==> config.mk <==
export PLATFORM = sky130hd
export DESIGN_NAME = sorted_timer_expiry_queue
export DESIGN_NICKNAME = d
export VERILOG_FILES = /design/src/hdl/stq_pkg.sv /design/src/hdl/sorted_timer_expiry_queue.sv
export SDC_FILE = /design/constraint.sdc
export NUM_CORES = 1
export LEC_CHECK = 0
export BUFFER_PORTS_ARGS = -buffer_cell sky130_fd_sc_hd__buf_2
export CAP_MARGIN = 20
export CORE_ASPECT_RATIO = 1.5
export CORE_UTILIZATION = 25
export CTS_BUF_LIST = sky130_fd_sc_hd__clkbuf_4 sky130_fd_sc_hd__clkbuf_8 sky130_fd_sc_hd__clkbuf_16
export CTS_CLUSTER_SIZE = 28
export DETAILED_ROUTE_END_ITERATION = 8
export PLACE_DENSITY_LB_ADDON = 0.05
export SYNTH_ARGS = -nofsm -noshare
export SYNTH_HDL_FRONTEND = slang
export SYNTH_SLANG_ARGS = --single-unit
==> constraint.sdc <==
create_clock -name clk_i -period 8.2 [get_ports clk_i]
set_input_delay 1.64 -clock clk_i [delete_from_list [all_inputs] [get_ports clk_i]]
set_output_delay 1.64 -clock clk_i [all_outputs]
set_load 0.05 [all_outputs]
==> src/hdl/stq_pkg.sv <==
// Shared types and codes for the sorted timer expiry queue.
package stq_pkg;

  localparam int unsigned DefaultCapacity = 16;
  localparam int unsigned MaxResults      = 16;

  localparam int unsigned ModeW   = 2;
  localparam int unsigned IdW     = 8;
  localparam int unsigned TimeW   = 32;
  localparam int unsigned StatusW = 3;

  localparam logic [ModeW-1:0] ModeAdd    = 2'd0;
  localparam logic [ModeW-1:0] ModeDelete = 2'd1;
  localparam logic [ModeW-1:0] ModeTick   = 2'd2;

  localparam logic [StatusW-1:0] StAdded    = 3'd0;
  localparam logic [StatusW-1:0] StRemoved  = 3'd1;
  localparam logic [StatusW-1:0] StFired    = 3'd2;
  localparam logic [StatusW-1:0] StNoneDue  = 3'd3;
  localparam logic [StatusW-1:0] StFull     = 3'd4;
  localparam logic [StatusW-1:0] StNotFound = 3'd5;

  typedef struct packed {
    logic [TimeW-1:0] expiry;
    logic [IdW-1:0]   id;
  } entry_t;

endpackage

==> src/hdl/sorted_timer_expiry_queue.sv <==
// Sorted timer expiry queue: one-port entry memory walked by a read/evaluate sequencer.
//
// Timers live in one memory in expiry order, head at address 0. An add to a non-full queue,
// a delete and a tick that fires walk the valid entries, each with a memory read and then an
// evaluate step that may write it back toward the head or the tail. in_stall_o stays high from
// the transfer until the item is done, and longer while a result waits on a stalled result
// register. A tick fires at most MaxResults (16) due timers, or Capacity if smaller; the rest
// stay at the head. Results go out through a register, so a pending result does not block the
// walk until another result has to be loaded.
// No clearing pass is needed after reset.
module sorted_timer_expiry_queue
  import stq_pkg::*;
#(
  parameter int unsigned Capacity = DefaultCapacity
) (
  input  logic               clk_i,
  input  logic               rst_ni,
  input  logic               in_valid_i,
  output logic               in_stall_o,
  input  logic [ModeW-1:0]   mode_i,
  input  logic [IdW-1:0]     timer_id_i,
  input  logic [TimeW-1:0]   expiry_time_i,
  input  logic [TimeW-1:0]   now_time_i,
  output logic               out_valid_o,
  input  logic               out_stall_i,
  output logic [StatusW-1:0] status_o,
  output logic [IdW-1:0]     fired_id_o,
  output logic [TimeW-1:0]   fired_expiry_o,
  output logic               last_result_o
);

  localparam int unsigned IdxW = $clog2(Capacity);
  localparam int unsigned CntW = $clog2(Capacity + 1);
  localparam int unsigned FireLimit = (MaxResults < Capacity) ? MaxResults : Capacity;

  localparam logic [1:0] SIdle  = 2'd0;
  localparam logic [1:0] SStart = 2'd1;
  localparam logic [1:0] SRead  = 2'd2;
  localparam logic [1:0] SEval  = 2'd3;

  logic [1:0]      state_q, state_d;
  logic [CntW-1:0] cnt_q, cnt_d;
  logic [CntW-1:0] idx_q, idx_d;
  logic [CntW-1:0] k_q, k_d;
  logic            flag_q, flag_d;
  entry_t          carry_q, carry_d;

  logic [ModeW-1:0] mode_q;
  logic [IdW-1:0]   id_q;
  logic [TimeW-1:0] exp_q;
  logic [TimeW-1:0] now_q;

  entry_t mem_q [Capacity];
  entry_t rd_q;
  logic            rd_en;
  logic            wr_en;
  logic [CntW-1:0] wr_idx;
  entry_t          wr_data;
  entry_t          new_entry;

  logic               out_valid_q;
  logic [StatusW-1:0] status_q;
  logic [IdW-1:0]     fid_q;
  logic [TimeW-1:0]   fexp_q;
  logic               last_q;

  logic               emit;
  logic [StatusW-1:0] emit_status;
  logic [IdW-1:0]     emit_id;
  logic [TimeW-1:0]   emit_exp;
  logic               emit_last;

  logic out_free;
  logic have;
  logic due;

  assign in_stall_o = (state_q != SIdle);
  assign out_free   = !out_valid_q || !out_stall_i;
  assign have       = (idx_q < cnt_q);
  assign due        = have && (idx_q < CntW'(FireLimit)) && (rd_q.expiry <= now_q);
  assign new_entry  = '{expiry: exp_q, id: id_q};

  always_comb begin
    state_d     = state_q;
    cnt_d       = cnt_q;
    idx_d       = idx_q;
    k_d         = k_q;
    flag_d      = flag_q;
    carry_d     = carry_q;
    rd_en       = 1'b0;
    wr_en       = 1'b0;
    wr_idx      = idx_q;
    wr_data     = rd_q;
    emit        = 1'b0;
    emit_status = StAdded;
    emit_id     = id_q;
    emit_exp    = exp_q;
    emit_last   = 1'b1;
    unique case (state_q)
      SIdle: begin
        if (in_valid_i) state_d = SStart;
      end
      SStart: begin
        idx_d  = '0;
        flag_d = 1'b0;
        unique case (mode_q)
          ModeAdd: begin
            if (cnt_q == CntW'(Capacity)) begin
              if (out_free) begin
                emit        = 1'b1;
                emit_status = StFull;
                state_d     = SIdle;
              end
            end else begin
              state_d = SRead;
            end
          end
          ModeDelete, ModeTick: state_d = SRead;
          default:              state_d = SIdle;
        endcase
      end
      SRead: begin
        rd_en   = have;
        state_d = SEval;
      end
      SEval: begin
        unique case (mode_q)
          ModeAdd: begin
            if (have) begin
              idx_d   = idx_q + 1'b1;
              state_d = SRead;
              if (flag_q) begin
                wr_en   = 1'b1;
                wr_data = carry_q;
                carry_d = rd_q;
              end else if (rd_q.expiry >= exp_q) begin
                wr_en   = 1'b1;
                wr_data = new_entry;
                carry_d = rd_q;
                flag_d  = 1'b1;
              end
            end else if (out_free) begin
              wr_en       = 1'b1;
              wr_data     = flag_q ? carry_q : new_entry;
              cnt_d       = cnt_q + 1'b1;
              emit        = 1'b1;
              emit_status = StAdded;
              state_d     = SIdle;
            end
          end
          ModeDelete: begin
            if (have) begin
              idx_d   = idx_q + 1'b1;
              state_d = SRead;
              if (flag_q) begin
                wr_en  = 1'b1;
                wr_idx = idx_q - 1'b1;
              end else if (rd_q.id == id_q) begin
                flag_d  = 1'b1;
                carry_d = rd_q;
              end
            end else if (out_free) begin
              emit        = 1'b1;
              emit_status = flag_q ? StRemoved : StNotFound;
              emit_exp    = flag_q ? carry_q.expiry : '0;
              if (flag_q) cnt_d = cnt_q - 1'b1;
              state_d = SIdle;
            end
          end
          ModeTick: begin
            if (flag_q) begin
              // compact the survivors toward the head
              if (have) begin
                wr_en   = 1'b1;
                wr_idx  = idx_q - k_q;
                idx_d   = idx_q + 1'b1;
                state_d = SRead;
              end else begin
                cnt_d   = cnt_q - k_q;
                state_d = SIdle;
              end
            end else if (due) begin
              // held head is known not to be last once the next one is due
              if (idx_q == '0) begin
                carry_d = rd_q;
                idx_d   = idx_q + 1'b1;
                state_d = SRead;
              end else if (out_free) begin
                emit        = 1'b1;
                emit_status = StFired;
                emit_id     = carry_q.id;
                emit_exp    = carry_q.expiry;
                emit_last   = 1'b0;
                carry_d     = rd_q;
                idx_d       = idx_q + 1'b1;
                state_d     = SRead;
              end
            end else if (out_free) begin
              emit = 1'b1;
              if (idx_q == '0) begin
                emit_status = StNoneDue;
                emit_id     = '0;
                emit_exp    = '0;
                state_d     = SIdle;
              end else begin
                emit_status = StFired;
                emit_id     = carry_q.id;
                emit_exp    = carry_q.expiry;
              end
              flag_d = 1'b1;
              k_d    = idx_q;
            end
          end
          default: state_d = SIdle;
        endcase
      end
      default: state_d = SIdle;
    endcase
  end

  always_ff @(posedge clk_i) begin
    if (wr_en) mem_q[wr_idx[IdxW-1:0]] <= wr_data;
    if (rd_en) rd_q <= mem_q[idx_q[IdxW-1:0]];
  end

  always_ff @(posedge clk_i) begin
    carry_q <= carry_d;
    if (in_valid_i && !in_stall_o) begin
      mode_q <= mode_i;
      id_q   <= timer_id_i;
      exp_q  <= expiry_time_i;
      now_q  <= now_time_i;
    end
    if (emit) begin
      status_q <= emit_status;
      fid_q    <= emit_id;
      fexp_q   <= emit_exp;
      last_q   <= emit_last;
    end
  end

  always_ff @(posedge clk_i or negedge rst_ni) begin
    if (!rst_ni) begin
      state_q     <= SIdle;
      cnt_q       <= '0;
      idx_q       <= '0;
      k_q         <= '0;
      flag_q      <= 1'b0;
      out_valid_q <= 1'b0;
    end else begin
      state_q <= state_d;
      cnt_q   <= cnt_d;
      idx_q   <= idx_d;
      k_q     <= k_d;
      flag_q  <= flag_d;
      if (emit) begin
        out_valid_q <= 1'b1;
      end else if (!out_stall_i) begin
        out_valid_q <= 1'b0;
      end
    end
  end

  assign out_valid_o    = out_valid_q;
  assign status_o       = status_q;
  assign fired_id_o     = fid_q;
  assign fired_expiry_o = fexp_q;
  assign last_result_o  = last_q;

`ifndef SYNTHESIS
  a_cnt_bound: assert property (@(posedge clk_i) disable iff (!rst_ni)
    cnt_q <= CntW'(Capacity))
    else $error("entry count above capacity");

  a_no_overwrite: assert property (@(posedge clk_i) disable iff (!rst_ni)
    emit |-> out_free)
    else $error("result loaded over a stalled result");

  a_add_not_full: assert property (@(posedge clk_i) disable iff (!rst_ni)
    (state_q == SEval && mode_q == ModeAdd) |-> cnt_q < CntW'(Capacity))
    else $error("insert walk on a full queue");

  a_write_in_range: assert property (@(posedge clk_i) disable iff (!rst_ni)
    wr_en |-> wr_idx <= cnt_q)
    else $error("write beyond the valid entries");
`endif

endmodule

==> impl_metrics.toml, run 1 <==
[logic_synthesis]
syn_avg_cell_area_um2 = 15.7
ys_seq_area_share_pct = 69.1
synth_ff_type = "edfxtp_1"
syn_inst = 2369
async_reset_ff_share_pct = 2.22
yosysTopAreaCellShare_pct = 67.9
synth_edf_count = 838
yosys-top-cells-area = "edfxtp_1, mux2i_1, mux4_2"
synth_area_leader_cell = "edfxtp_1"
yosys_warnings = 0
synth.distinct_cells = 75
synth.ff_latch_count = 857
syn_nets = 2531
syn_area_um2 = 37100

[sta]
timing.hold.ws_ps = 480
relSlewSlack_pct = 27.3
setup_viol = 0
tns_ps = 0
rsz0062_at_grt = "no"
fmax_mhz = 201
period_minus_slack_ps = 4980
drv_slew = 0
worst_pin_slew_ps = 1090
hold_violations = 0
worst_slack_ps = 3220
post-route-period-util_pct = 60.8
finClkSkew_ps = 19.2

[die]
dieArea_um2 = 150000
core_area_um2 = 147000
fp-row-count = 172
die_h_um = 474
io_pins = 124
die_w_um = 316
initial_utilization_pct = 25.3

[power]
p_switching_mw = 5.61
pwr-share-clk_pct = 27.2
power_density_nw_per_um2 = 362
power_frac_comb_pct = 32.1
irDropWorstVdd_mv = 0.161
p_int_mw = 9.95
p_leak_nw = 14.7
seq_power_share_pct = 40.7
total_power_mw = 15.6
switching_share_pct = 36.1

[clock_tree]
clkSinkCount = 857
clk_pin_slew_worst_paths_ps = 60
root_buffer = "clkbuf_16"
htree_levels = 3
cts_made_buffers = 91
insertion_delay_ps = 680
cts_setup_buffers = 0
hold_buffers = 0
cts_resized = 0
clockBufferDepth = 3
cts_tree = "yes"

[global_routing]
track_usage_pct = 16.1
grt_antenna_before_repair = 9
grt_max_degree = 65
grt_pass1_vias = 22400
grt_pass1_wl_mm = 170
grt_remaining_overflow = 0

[placed_design]
place_congestion = 0.772
hpwl_mm = 70.8
place_ws_ps = 3100
placed_cells = 4328
portBuffers = 123

[route]
num_vias = 21300
routed_via_density = 4.73
wl_per_cell_um = 26.8
drt_iter0_markers = 1430
ant_nets = 0
first_pass_iters = 5
drt_wl_total_mm = 121
drc_errors = 0

[worst_setup_path]
startpoint_type = "flip-flop"
critPathMaxFanout = 40
cp-end-kind = "flip-flop"
path_class = "reg -> reg"
worstPathRequired_ps = 8490
cp.arrival_ps = 5270

[layout]
drive_gt1_share_pct = 17.5
final_cell_mix = "edfxtp_1, mux2i_1, nand2_1"
area_growth_syn_to_layout_pct = 16.0
fin_cells = 4499
final_nets = 2670
final_common_cell = "edfxtp_1"

[job]
drv_cap = 0

[status]
outcome = "completed"

[hold_path]
hold_class = "reg -> reg"
per-stage QoR:
| stage | cell area (um2) | utilization, % |
|---|---|---|
| 3_3_place_gp | 40000 | 27.2 |
| 2_1_floorplan | 37100 | - |
| 5_1_grt | 43000 | 29.3 |
| 6_report | 43000 | 29.3 |
| 3_5_place_dp | 40000 | 27.2 |
| 4_1_cts | 43000 | 29.3 |
power groups by stage:
stage                     clock network, mW  registers [mW]  logic [mW]
after detailed placement                  0            6.43        5.10
after floorplan                           0            6.20        3.37
after global routing                   4.54            6.38        5.49
after global placement                    0            6.42        5.07
after CTS                              4.42            6.34        5.11
final                                  4.24            6.33        4.99
final cells by class:
type	instances	area (um2)
Fill cell	14600	104000
Antenna cell	2	5.00
Clock buffer	112	2460
Clock inverter	56	558
Sequential cell	857	25700
Multi-Input combinational cell	1260	10500
Inverter	125	469
Timing Repair Buffer	173	991
Tap cell	1914	2390
kinds of logic after synthesis:
group           share of synthesized area (%)
compound gates                           8.15
flops                                    69.1
buf+inv                                  3.12
fa+ha+maj                                2.87
mux                                      11.6
simple gates                             4.83
xor+xnor                                0.307
worst max-delay path, stage by stage, from the launching register on:
cell and delay [ps]:
edfxtp_1 590, ha_1 420, nand2_1 50, o21ai_0 720, a41oi_1 250, nor3_1 510
a21oi_4 250, a311o_2 640, nor4_2 270, buf_4 790
synthesized netlist by cell type, types with 3 or more instances:
| master | instances |
|---|---|
| edfxtp_1 | 838 |
| mux2i_1 | 241 |
| nand2_1 | 160 |
| nor2_1 | 142 |
| inv_1 | 125 |
| a21oi_1 | 119 |
| ha_1 | 82 |
| mux4_2 | 82 |
| a22oi_1 | 74 |
| clkbuf_1 | 70 |
| o21ai_0 | 70 |
| a221oi_1 | 43 |
| a221o_1 | 41 |
| o31ai_1 | 35 |
| dfrtp_1 | 19 |
| buf_2 | 17 |
| buf_1 | 16 |
| nand3_1 | 14 |
| nor4_1 | 13 |
| nand4_1 | 11 |
| nor3_1 | 11 |
| nor4b_1 | 10 |
| a22o_1 | 9 |
| clkbuf_8 | 8 |
| xor2_1 | 8 |
| a21o_1 | 7 |
| nand2b_1 | 7 |
| dlygate4sd1_1 | 6 |
| and3_1 | 5 |
| nor2b_1 | 5 |
| or2_2 | 5 |
| xnor2_1 | 5 |
| a31oi_1 | 4 |
| buf_8 | 4 |
| o22ai_1 | 4 |
| or3_1 | 4 |
| a211oi_1 | 3 |
| mux2_2 | 3 |
| o211ai_1 | 3 |
| o21a_1 | 3 |
state kept, by name, summed over array words and instances, names as in the netlist, 3 cells and up:
register        cells
mem_q             640
k_q                 5
exp_q              32
fired_expiry_o     32
fired_id_o          8
cnt_q               5
idx_q               5
now_q              32
rd_q               40
carry_q            40
status_o            3
id_q                8
worst paths after layout:
check | start | end | slack, ps | cells after the start
max in group asynchronous | rst_ni | flag_q | 6880 | 1
setup / recovery | rd_q[23] | mem_q[6][21] | 3220 | 9
hold reg to reg | cnt_q[4] | cnt_q[4] | 480 | 1
setup reg to reg | rd_q[23] | mem_q[6][21] | 3220 | 9
hold / removal | cnt_q[4] | cnt_q[4] | 480 | 1
min in group asynchronous | rst_ni | k_q[1] | 920 | 1
metal layers:
| layer | vias up | GRT usage, % | share of wire (%) |
|---|---|---|---|
| met5 | - | 0 | 0 |
| met4 | 0 | 4.82 | 2.5 |
| met3 | 121 | 2.13 | 3.6 |
| met2 | 477 | 28.0 | 50 |
| met1 | 11100 | 20.6 | 44 |
| li1 | 9570 | - | - |
No activity file was read; power rests on OpenSTA's default activity.
==> inputs of run 2 (changes only) <==
ABC_AREA = 1   (was unset)
clock period = 4.8 ns   (was 8.2 ns; I/O delays follow)
==> impl_metrics.toml, run 2 <==
[status]
outcome = "completed"

[sta]
post-route-period-util_pct = 91.2
finClkSkew_ps = 28.6
timing.hold.ws_ps = 268
period_minus_slack_ps = 4380
setup_viol = 0
rsz0062_at_grt = "no"
tns_ps = 0
worst_pin_slew_ps = 958
drv_slew = 0
fmax_mhz = 228
relSlewSlack_pct = 36.0
hold_violations = 0

[logic_synthesis]
yosysTopAreaCellShare_pct = 63.4
syn_nets = 3891
synth_ff_type = "edfxtp_1"
syn_area_um2 = 39700
syn_inst = 3729
ys_seq_area_share_pct = 64.6
synth.ff_latch_count = 857
synth_area_leader_cell = "edfxtp_1"
async_reset_ff_share_pct = 2.22
synth.distinct_cells = 47
yosys_warnings = 0
yosys-top-cells-area = "edfxtp_1, nand2_1, o21ai_0"
synth_edf_count = 838
syn_avg_cell_area_um2 = 10.6
synth_most_common_cell = "nand2_1"
yosys-top-cells-count = "nand2_1, edfxtp_1, o21ai_0, nor2_1, inv_1"

[die]
die_h_um = 490
fp-row-count = 178
die_w_um = 327
io_pins = 124
dieArea_um2 = 160000
initial_utilization_pct = 25.2
core_area_um2 = 157000

[clock_tree]
cts_tree = "yes"
clkSinkCount = 857
clk_pin_slew_worst_paths_ps = 60
root_buffer = "clkbuf_16"
htree_levels = 3
cts_resized = 0
cts_setup_buffers = 0
hold_buffers = 0
insertion_delay_ps = 700
cts_made_buffers = 95
clockBufferDepth = 3

[worst_setup_path]
worstPathRequired_ps = 5120
cp-end-kind = "flip-flop"
cp.arrival_ps = 4700
critPathMaxFanout = 29
path_class = "reg -> reg"
startpoint_type = "flip-flop"

[route]
drc_errors = 0
first_pass_iters = 5
drt_iter0_markers = 2028
ant_nets = 0
wl_per_cell_um = 24.5
drt_wl_total_mm = 146
routed_via_density = 4.74
num_vias = 28200

[global_routing]
track_usage_pct = 17.9
grt_antenna_before_repair = 7
grt_max_degree = 166
grt_pass1_vias = 28300
grt_remaining_overflow = 0
grt_pass1_wl_mm = 208

[placed_design]
hpwl_mm = 86.5
place_congestion = 0.801
dpl_cell_area_um2 = 43000
portBuffers = 123

[layout]
final_util_pct = 29.2
largest_register_ffs = 640
final_area_um2 = 45900
final_common_cell = "nand2_1"
final_nets = 3980
final_cell_mix = "nand2_1, edfxtp_1, o21ai_0"
drive_gt1_share_pct = 11.2
area_growth_syn_to_layout_pct = 15.8

[job]
drv_cap = 0

[power]
power_density_nw_per_um2 = 662
irDropWorstVdd_mv = 0.379
p_leak_nw = 17.2

[hold_path]
hold_class = "in -> async"
[run 2: changes by cell type in the layout (fill, tap and decap cells not counted), sizes merged, moves of 43 or more]
cell / before / now
buf: 172 / 222
nand3: 14 / 130
o22ai: 4 / 66
o21ai: 71 / 364
inv: 128 / 306
a21oi: 120 / 221
nand2: 160 / 850
mux4: 82 / 0
a221oi: 43 / 0
a22oi: 74 / 1
nor2: 142 / 317
o2111ai: 2 / 67
o221ai: 1 / 62
mux2i: 241 / 0
[run 2: power by group]
part / internal [mW] / total (mW) / switching, mW
clock: 3.98 / 7.13 / 3.15
combinational: 3.02 / 12.3 / 9.32
sequential: 10.2 / 10.9 / 0.678
total: 17.2 / 30.4 / 13.2
[run 2: critical path: stages, from the launching register on]
cell and delay, ps:
edfxtp_1 550, ha_1 350, nand2_1 50, nor2_1 310, nand2_1 190, nor4_1 630
nand2_1 200, nand4_2 150, nand2_1 90, nand3_1 190, nand4_1 430, nor2_4 220
buf_4 590
[run 2: cells by family after synthesis]
logic type      synth area share, %
buf+inv                        5.34
compound gates                 13.3
simple gates                   13.9
flops                          64.6
xor+xnor                      0.177
fa+ha+maj                      2.69
[run 2: stage by stage]
stage	cells	setup slack, ps	total power [mW]
2_1_floorplan	3729	95.9	18.4
3_3_place_gp	5790	193	23.8
5_1_grt	5958	139	32.3
6_report	5960	422	30.4
4_1_cts	5956	168	31.0
3_5_place_dp	5790	190	23.7
[run 2: metal layers]
layer | track usage (%) | vias up | wire (um)
li1 | - | 13500 | -
met1 | 22.7 | 14100 | 64000
met2 | 32.0 | 527 | 74300
met3 | 1.99 | 164 | 4350
met4 | 4.72 | 0 | 3150
met5 | 0 | - | 0
[run 2: layout make-up]
class                           instances  area, um2
Inverter                              304       1150
Timing Repair Buffer                  222       1480
Antenna cell                            3       7.51
Clock inverter                         50        390
Clock buffer                          116       2550
Fill cell                           16300     111000
Multi-Input combinational cell       2338      12100
Sequential cell                       857      25700
Tap cell                             2070       2590
[run 2: worst paths after layout]
| kind | startpoint | endpoint | slack [ps] | cells past startpoint |
|---|---|---|---|---|
| max | rd_q[20] | mem_q[3][39] | 420 | 12 |
| min | rst_ni | idx_q[1] | 270 | 1 |
| max reg2reg | rd_q[20] | mem_q[3][39] | 420 | 12 |
| min reg2reg | cnt_q[4] | cnt_q[4] | 480 | 1 |
| max in group asynchronous | rst_ni | flag_q | 4070 | 1 |
| min in group clk_i | now_time_i[19] | now_q[19] | 430 | 1 |
==> inputs of run 3 (changes only) <==
BUFFER_PORTS_ARGS = -buffer_cell sky130_fd_sc_hd__clkbuf_2   (was -buffer_cell sky130_fd_sc_hd__buf_2)
HOLD_SLACK_MARGIN = 0.05   (was unset)
clock period = 5.5 ns   (was 4.8 ns; I/O delays follow)
==> impl_metrics.toml, run 3 (same netlist as run 2, synthesis figures left out) <==
[sta]
drv_slew = 0
tns_ps = 0
fmax_mhz = 240
worst_pin_slew_ps = 973
finClkSkew_ps = 26.5
period_minus_slack_ps = 4170
rsz0062_at_grt = "no"
relSlewSlack_pct = 35.1
hold_violations = 0
setup_viol = 0
post-route-period-util_pct = 75.9

[clock_tree]
cts_resized = 0
htree_levels = 3
cts_tree = "yes"
cts_made_buffers = 94
insertion_delay_ps = 720
clkSinkCount = 857
clockBufferDepth = 3
root_buffer = "clkbuf_16"
cts_setup_buffers = 0
clk_pin_slew_worst_paths_ps = 60
hold_buffers = 0

[power]
power_density_nw_per_um2 = 581
power_frac_comb_pct = 40.0
p_int_mw = 15.3
switching_share_pct = 43.0
seq_power_share_pct = 35.8
irDropWorstVdd_mv = 0.467
p_leak_nw = 17.3
p_switching_mw = 11.5
total_power_mw = 26.8
pwr-share-clk_pct = 24.2

[worst_setup_path]
cp-startpoint = "idx_q[1]"
cp-end-kind = "flip-flop"
critPathTopFamily = "buffers and inverters"
crit_buf_inv = 5
critPathMaxFanout = 44
worstPathRequired_ps = 6030
timing.rr.start = "idx_q[1]"
crit_slowest_cell = "dfrtp_4"
cp.arrival_ps = 4710
slowest_delay_ps = 890
startpoint_type = "flip-flop"
path_cells = "ha_1 > nand2_1 > inv_1 > o21ai_1 > nand3_2 > inv_2 > buf_4 > nor2_4 > buf_4 > a211oi_1 > a21boi_1 > buf_4"
path_common_cell = "buf_4"
path_class = "reg -> reg"

[route]
wl_per_cell_um = 24.7
routed_via_density = 4.76
ant_nets = 0
drt_iter0_markers = 1888
first_pass_iters = 6
drt_wl_total_mm = 147
num_vias = 28400
drc_errors = 0

[placed_design]
dpl_cell_area_um2 = 43100
portBuffers = 123
place_congestion = 0.788
placed_cells = 5795
hpwl_mm = 88.5

[global_routing]
track_usage_pct = 18.2
met1_usage_pct = 23.4
met3_usage_pct = 1.75
grt_remaining_overflow = 0
grt_pass1_vias = 28600
grt_max_degree = 166
grt_busiest_layer = "met2"
met2_usage_pct = 32.2
grt_pass1_wl_mm = 212
grt_antenna_before_repair = 10

[layout]
final_nets = 3983
final_util_pct = 29.3
area_growth_syn_to_layout_pct = 16.2
num-fill-cells = 16400
fin_cells = 5961
final_cell_mix = "nand2_1, edfxtp_1, o21ai_0"
largest_register_ffs = 640
drive_gt1_share_pct = 11.5
final_common_cell = "nand2_1"
final_area_um2 = 46100

[job]
drv_cap = 0

[hold_path]
hold_class = "in -> async"

[die]
fp-row-count = 178
core_area_um2 = 157000
dieArea_um2 = 160000
die_h_um = 490
initial_utilization_pct = 25.2
io_pins = 124
die_w_um = 327

[status]
outcome = "completed"
run 3: cell count changes in the layout (fill, tap and decap cells not counted), sizes merged:
cell | previous run | this run
buf | 222 | 103
bufinv | 4 | 8
clkbuf | 116 | 244
clkinv | 43 | 31
clkinvlp | 1 | 0
diode | 3 | 2
inv | 306 | 308
run 3: power groups by stage:
| stage | Combinational, mW | Clock (mW) | Sequential, mW |
|---|---|---|---|
| after CTS | 11.0 | 6.71 | 9.61 |
| after detailed placement | 10.9 | 0 | 9.74 |
| final | 10.7 | 6.48 | 9.58 |
| after floorplan | 6.50 | 0 | 9.58 |
| after global routing | 12.0 | 6.92 | 9.67 |
| after global placement | 11.0 | 0 | 9.74 |
run 3: cell type report:
class	count	area, um2	share of cell area [%]
antenna	2	5.00	0.0109
clock buffer	121	2600	5.63
clock inverter	43	455	0.988
inverter	304	1150	2.50
multi-input combinational	2338	12100	26.2
sequential	857	25700	55.6
tap	2070	2590	5.62
timing repair buffer	226	1560	3.39
run 3: path summary, 6_finish.rpt:
check / endpoint / slack [ps] / cells after the start
worst max-delay path: mem_q[1][39] / 1330 / 12
worst min-delay path: out_valid_o / 410 / 1
worst max register to register: mem_q[1][39] / 1330 / 12
worst min register to register: carry_q[2] / 490 / 0
max in group asynchronous: idx_q[0] / 4560 / 1
min in group clk_i: carry_q[2] / 490 / 0
run 3: per-stage QoR:
stage	setup slack (ps)	hold WS (ps)
floorplan	207	442
global placement	1290	473
detailed placement	1300	473
CTS	1280	387
global route	1110	420
finish	1330	410
run 3: metal layers:
| layer | wire length [um] | share of wire [%] | vias up |
|---|---|---|---|
| met3 | 4240 | 2.9 | 170 |
| met1 | 64900 | 44 | 14200 |
| met4 | 3130 | 2.1 | 0 |
| met2 | 74700 | 51 | 536 |
| li1 | - | - | 13500 |
| met5 | 0 | 0 | - |
